--- src/rtl/chst_ram.sv ---
// Generic single-clock RAM: one write port, one registered read port with enable.
// No dependencies.
module chst_ram #(
  parameter int DEPTH = 256,
  parameter int WIDTH = 8,
  localparam int AddrW = $clog2(DEPTH)
) (
  input  logic             clk,
  input  logic             we,
  input  logic [AddrW-1:0] wr_addr,
  input  logic [WIDTH-1:0] wr_data,
  input  logic             rd_en,
  input  logic [AddrW-1:0] rd_addr,
  output logic [WIDTH-1:0] rd_data
);

  logic [WIDTH-1:0] mem [DEPTH];
  logic [WIDTH-1:0] rd_data_r;

  always_ff @(posedge clk) begin
    if (we) begin
      mem[wr_addr] <= wr_data;
    end
  end

  always_ff @(posedge clk) begin
    if (rd_en) begin
      rd_data_r <= mem[rd_addr];
    end
  end

  assign rd_data = rd_data_r;

endmodule
--- config.mk ---
export PLATFORM = sky130hd
export DESIGN_NAME = chst_ram
export DESIGN_NICKNAME = d
export VERILOG_FILES = /design/src/rtl/chst_ram.sv
export SDC_FILE = /design/constraint.sdc
export NUM_CORES = 2
export LEC_CHECK = 0
export BUFFER_PORTS_ARGS = -buffer_cell sky130_fd_sc_hd__buf_4
export CORE_AREA = 4 4 405 407
export DETAILED_ROUTE_END_ITERATION = 8
export DIE_AREA = 0 0 409 411
export GPL_TIMING_DRIVEN = 0
export SLEW_MARGIN = 20
export SYNTH_ARGS = -nofsm -noshare
export SYNTH_HDL_FRONTEND = slang
export SYNTH_SLANG_ARGS = --single-unit
--- constraint.sdc ---
create_clock -name clk -period 5.9 [get_ports clk]
set_input_delay 0.59 -clock clk [delete_from_list [all_inputs] [get_ports clk]]
set_output_delay 0.59 -clock clk [all_outputs]
set_load 0.02 [all_outputs]
After elaboration in Yosys (flattened, before gate mapping)
Memories as Yosys holds them, arrays and structs flattened. A register that Yosys moved wholly into a read port is not among the register bits.
Cells that the tools add are included.
- bits in registers: 0
- bits in writable memories: 2048
- input bits: 27
- memories: 1
- mux-type cells: 2
- memories (memory ; depth ; width ; rd ports ; clocked after Yosys merged registers in ; write ports ; line ; source):
    mem ; 256 ; 8 ; 1 ; 1 ; 1 ; 17 ; logic [WIDTH-1:0] mem [DEPTH];
- operator list (operator ; number):
    $mux 1 ; 2

Longest topological paths before layout
- depth after elaboration: 2
- depth in mapped cells: 11

Least setup slack after synthesis
OpenSTA, ideal clock, no wires.
- path type: in2reg
- start: input rd_addr[0]
- end: register rd_data_r[2] (netlist: rd_data[2]) (read register of mem) (data pin)
- arrival time: 2397 ps
- data required time: 5631 ps
- setup slack: 3234 ps
- stages: 9
- buffers on the path: 4
- cells stage by stage: buf_6 -> buf_12 -> buf_8 -> buf_2 -> mux4_2 -> a22oi_1 -> a21oi_1 -> nor4_1 -> nor4_2
- RTL lines (what ; line ; source):
    start, declared ; 13 ; input logic [AddrW-1:0] rd_addr,
    end, declared ; 18 ; logic [WIDTH-1:0] rd_data_r;

==> reports/metrics.csv <==
stage,metric,value,unit
placed_design,I/O Buffers,27,
synth,Synth Instances,3733,
timing,setup TNS,0,ns
setup_path,Worst setup SP type,input pin,
die,Initial Util,49.7,%
synth,ys async rst share,0,%
setup_path,CP Class,input pin to register,
die,die area,0.168,mm2
pwr,Max rail drop VDD,297,uV
global_routing,number of global-route vias before repair,40400,
clock_network,CTS buffer count,206,
synth,Yosys top cell by area,edfxtp_1,
setup_path,CP Launch Point,rd_addr[2],
clock_network,Sink Count,2056,
synth,synth top area cells,"edfxtp_1, mux4_2, mux2i_1",
timing,fin crit period,4.73,ns
clock_network,htree depth,4,
synth,Mapped Nets,3760,
timing,Slew Limit Fails,0,
final_layout,Register Area,0.0617,mm2
route,Pre-antenna DRT Iters,6,
setup_path,Worst Setup End Kind,register,
global_routing,grt total ovfl,0,
timing,setup violators final,0,
final_layout,"Cell Count, Final, Fillers Out",6335,
global_routing,GRT Overall Usage,29.0,%
global_routing,pin count of the biggest net entering global routing,131,
global_routing,initial antenna violation count,19,
timing,worst setup margin,1.17,ns
worst_hold_path,type of the tightest min-delay check,input pin to register,
timing,measured slew at the worst slew-check pin,1.29,ns
route,Iter 0 DRT Violations,6887,
synth,Yosys reg bits,2056,
timing,clock skew,0.0229,ns
clock_network,Clock Pin Slew Worst Setup and Hold Paths,0.06,ns
synth,syn avg cell area,21.3,um2
route,final antenna-violating net count,0,
die,die height,411,um
placed_design,gpl congestion,0.961,
final_layout,Multi-input gate area,0.0165,mm2
final_layout,share of layout cells above drive strength 1,22.7,%
clock_network,CTS tree,built,
synth,Mapped Area,0.0796,mm2
timing,RSZ-0062 raised after global routing,no,
synth,synthesis warning total,0,
route,average wire per standard cell,38.4,um
die,Die W,409,um
timing,final count of hold timing violations,0,
synth,"EDFF count, synth",2056,
placed_design,Placement Setup Slack,0.714,ns
clock_network,root buf cell,clkbuf_16,
final_layout,Area Growth Syn to Fin,12.9,%
clock_network,Setup Buffers After CTS,0,
synth,synth unique cells,54,
synth,top cell type's share of synthesized area,77.5,%
timing,Peak Freq,211,MHz
clock_network,worst-skew pair later-pin latency,0.82,ns
synth,predominant post-synthesis flop cell,edfxtp_1,
route,routed wire length,243000,um
synth,"Seq/Total Area, Yosys",77.5,%
placed_design,placed cell count,5955,
placed_design,hpwl dp,167000,um
timing,Max-slew headroom,14.2,%
clock_network,# hold bufs at CTS,1,
flow_run,max_cap viols,0,
final_layout,filler cell count,12000,
setup_path,"Data required, critical path",6.34,ns
route,DRC viols,0,
final_layout,nets@finish,4031,
clock_network,maximum buffer depth of the clock tree,3,
setup_path,WP data arrival,5.17,ns
route,via count,41700,
global_routing,first-pass GRT wire length,332000,um
setup_path,RR Startpoint,mem[26][3],
setup_path,Worst Path Max Fanout,10,
timing,Final Cycle Share,80.2,%
run_status,outcome,finished clean,
route,Vias/cell,6.58,
pwr,pwr/cell area,339,mW/mm2
die,Row Count,147,
clock_network,post-cts sizing count,0,
worst_hold_path,hold_sp,wr_data[3],
die,Core ar.,0.160,mm2
pwr,Leakage,0.0277,uW
die,I/O pins,35,
==> metrics by stage <==
stage / util (%) / area, um2 / power, uW / hold slack (ns)
3_3_place_gp: 51.5 / 82500 / 18100 / 0.944
6_report: 56.1 / 89900 / 30400 / 0.0820
2_1_floorplan: - / 79600 / 17200 / 0.689
5_1_grt: 56.1 / 89900 / 31200 / 0.0312
4_1_cts: 56.1 / 89900 / 30500 / 0.0123
3_5_place_dp: 52.1 / 83500 / 18200 / 0.832
==> layout make-up <==
| class | count | share of cell area [%] |
|---|---|---|
| diodes | 8 | 0.0223 |
| plain buffers | 233 | 1.66 |
| clock buffers | 258 | 6.02 |
| clock inverters | 113 | 1.04 |
| inverters | 2 | 0.00835 |
| multi-input cells | 1442 | 18.4 |
| flip-flops and latches | 2056 | 68.7 |
| well taps | 2160 | 3.01 |
| repair buffers | 63 | 1.22 |
==> power by group <==
| group | internal (uW) | leakage [uW] | switching [uW] |
|---|---|---|---|
| sequential | 16100 | 0.0185 | 10.8 |
| clock | 7010 | 0.00310 | 5540 |
| combinational | 547 | 0.00614 | 1230 |
==> metal layers <==
metal	track usage (%)	vias up	routed length [um]	part of all wire, %
li1	-	16300	-	-
met1	41.3	22100	94100	39
met2	43.1	2829	109000	45
met3	7.67	491	28400	12
met4	11.5	22	11400	4.7
met5	0	-	187	0.077
==> Yosys cell counts, drive strengths merged (4+ instances only) <==
cell type and number:
buf 122, o22a 5, a221oi 14, a22o 8
mux2i 134, a2111oi 5, nand2b 8, or2 4
a211oi 16, nand4 10, o21ai 12, o221ai 47
nor4 27, o22ai 28, nor2 282, nor2b 31
clkbuf 111, nand2 33, o32ai 5, mux4 456
nand3 34, and2 6, edfxtp 2056, nor3 22
a22oi 133, a21oi 96, o211ai 10
==> cell families after synthesis <==
logic type,synth area share [%]
muxes,14.6
and+or+nand+nor,2.63
AOI/OAI and AO/OA,3.42
DFF,77.5
buffers and inverters,1.83
==> critical path: stages <==
cell and delay [ns]:
buf_4 0.16, buf_2 0.29, buf_2 0.37, nor2_1 0.55, clkbuf_1 0.90, a21oi_1 0.24, a21oi_1 0.72, nor3_1 0.23
nor4_1 1.08
==> registers in the layout, indices dropped and copies added, names as in the netlist <==
| register | flops |
|---|---|
| mem | 2048 |
| rd_data | 8 |
==> layout by cell type, fill, tap and decap left out, drive strengths merged, types with 2 or more instances in the layout <==
cell,n
nor4,27
nand3,34
clkinv,92
a311oi,2
edfxtp,2056
o22ai,28
clkbuf,369
nand2,33
buf,184
nand2b,8
a22oi,133
or2,4
o221ai,47
nor2,282
a221oi,14
diode,8
mux4,456
nor2b,31
mux2i,134
clkinvlp,3
nand4,10
o21ai,12
inv,8
a211oi,16
and3b,2
a21oi,96
o211ai,10
a2111oi,5
bufinv,12
nor3,22
a22o,8
a31oi,2
and2,6
o22a,5
o32ai,5
nand3b,2
==> path summary, 6_finish.rpt <==
kind	depth (start not counted)	endpoint	slack (ns)
worst max-delay path	9	rd_data[7]	1.17
worst min-delay path	1	mem[194][3]	0.08
worst max register to register	6	rd_data[3]	2.34
worst min register to register	6	rd_data[4]	1.42
Note: power is estimated with default switching activity, not from simulation.
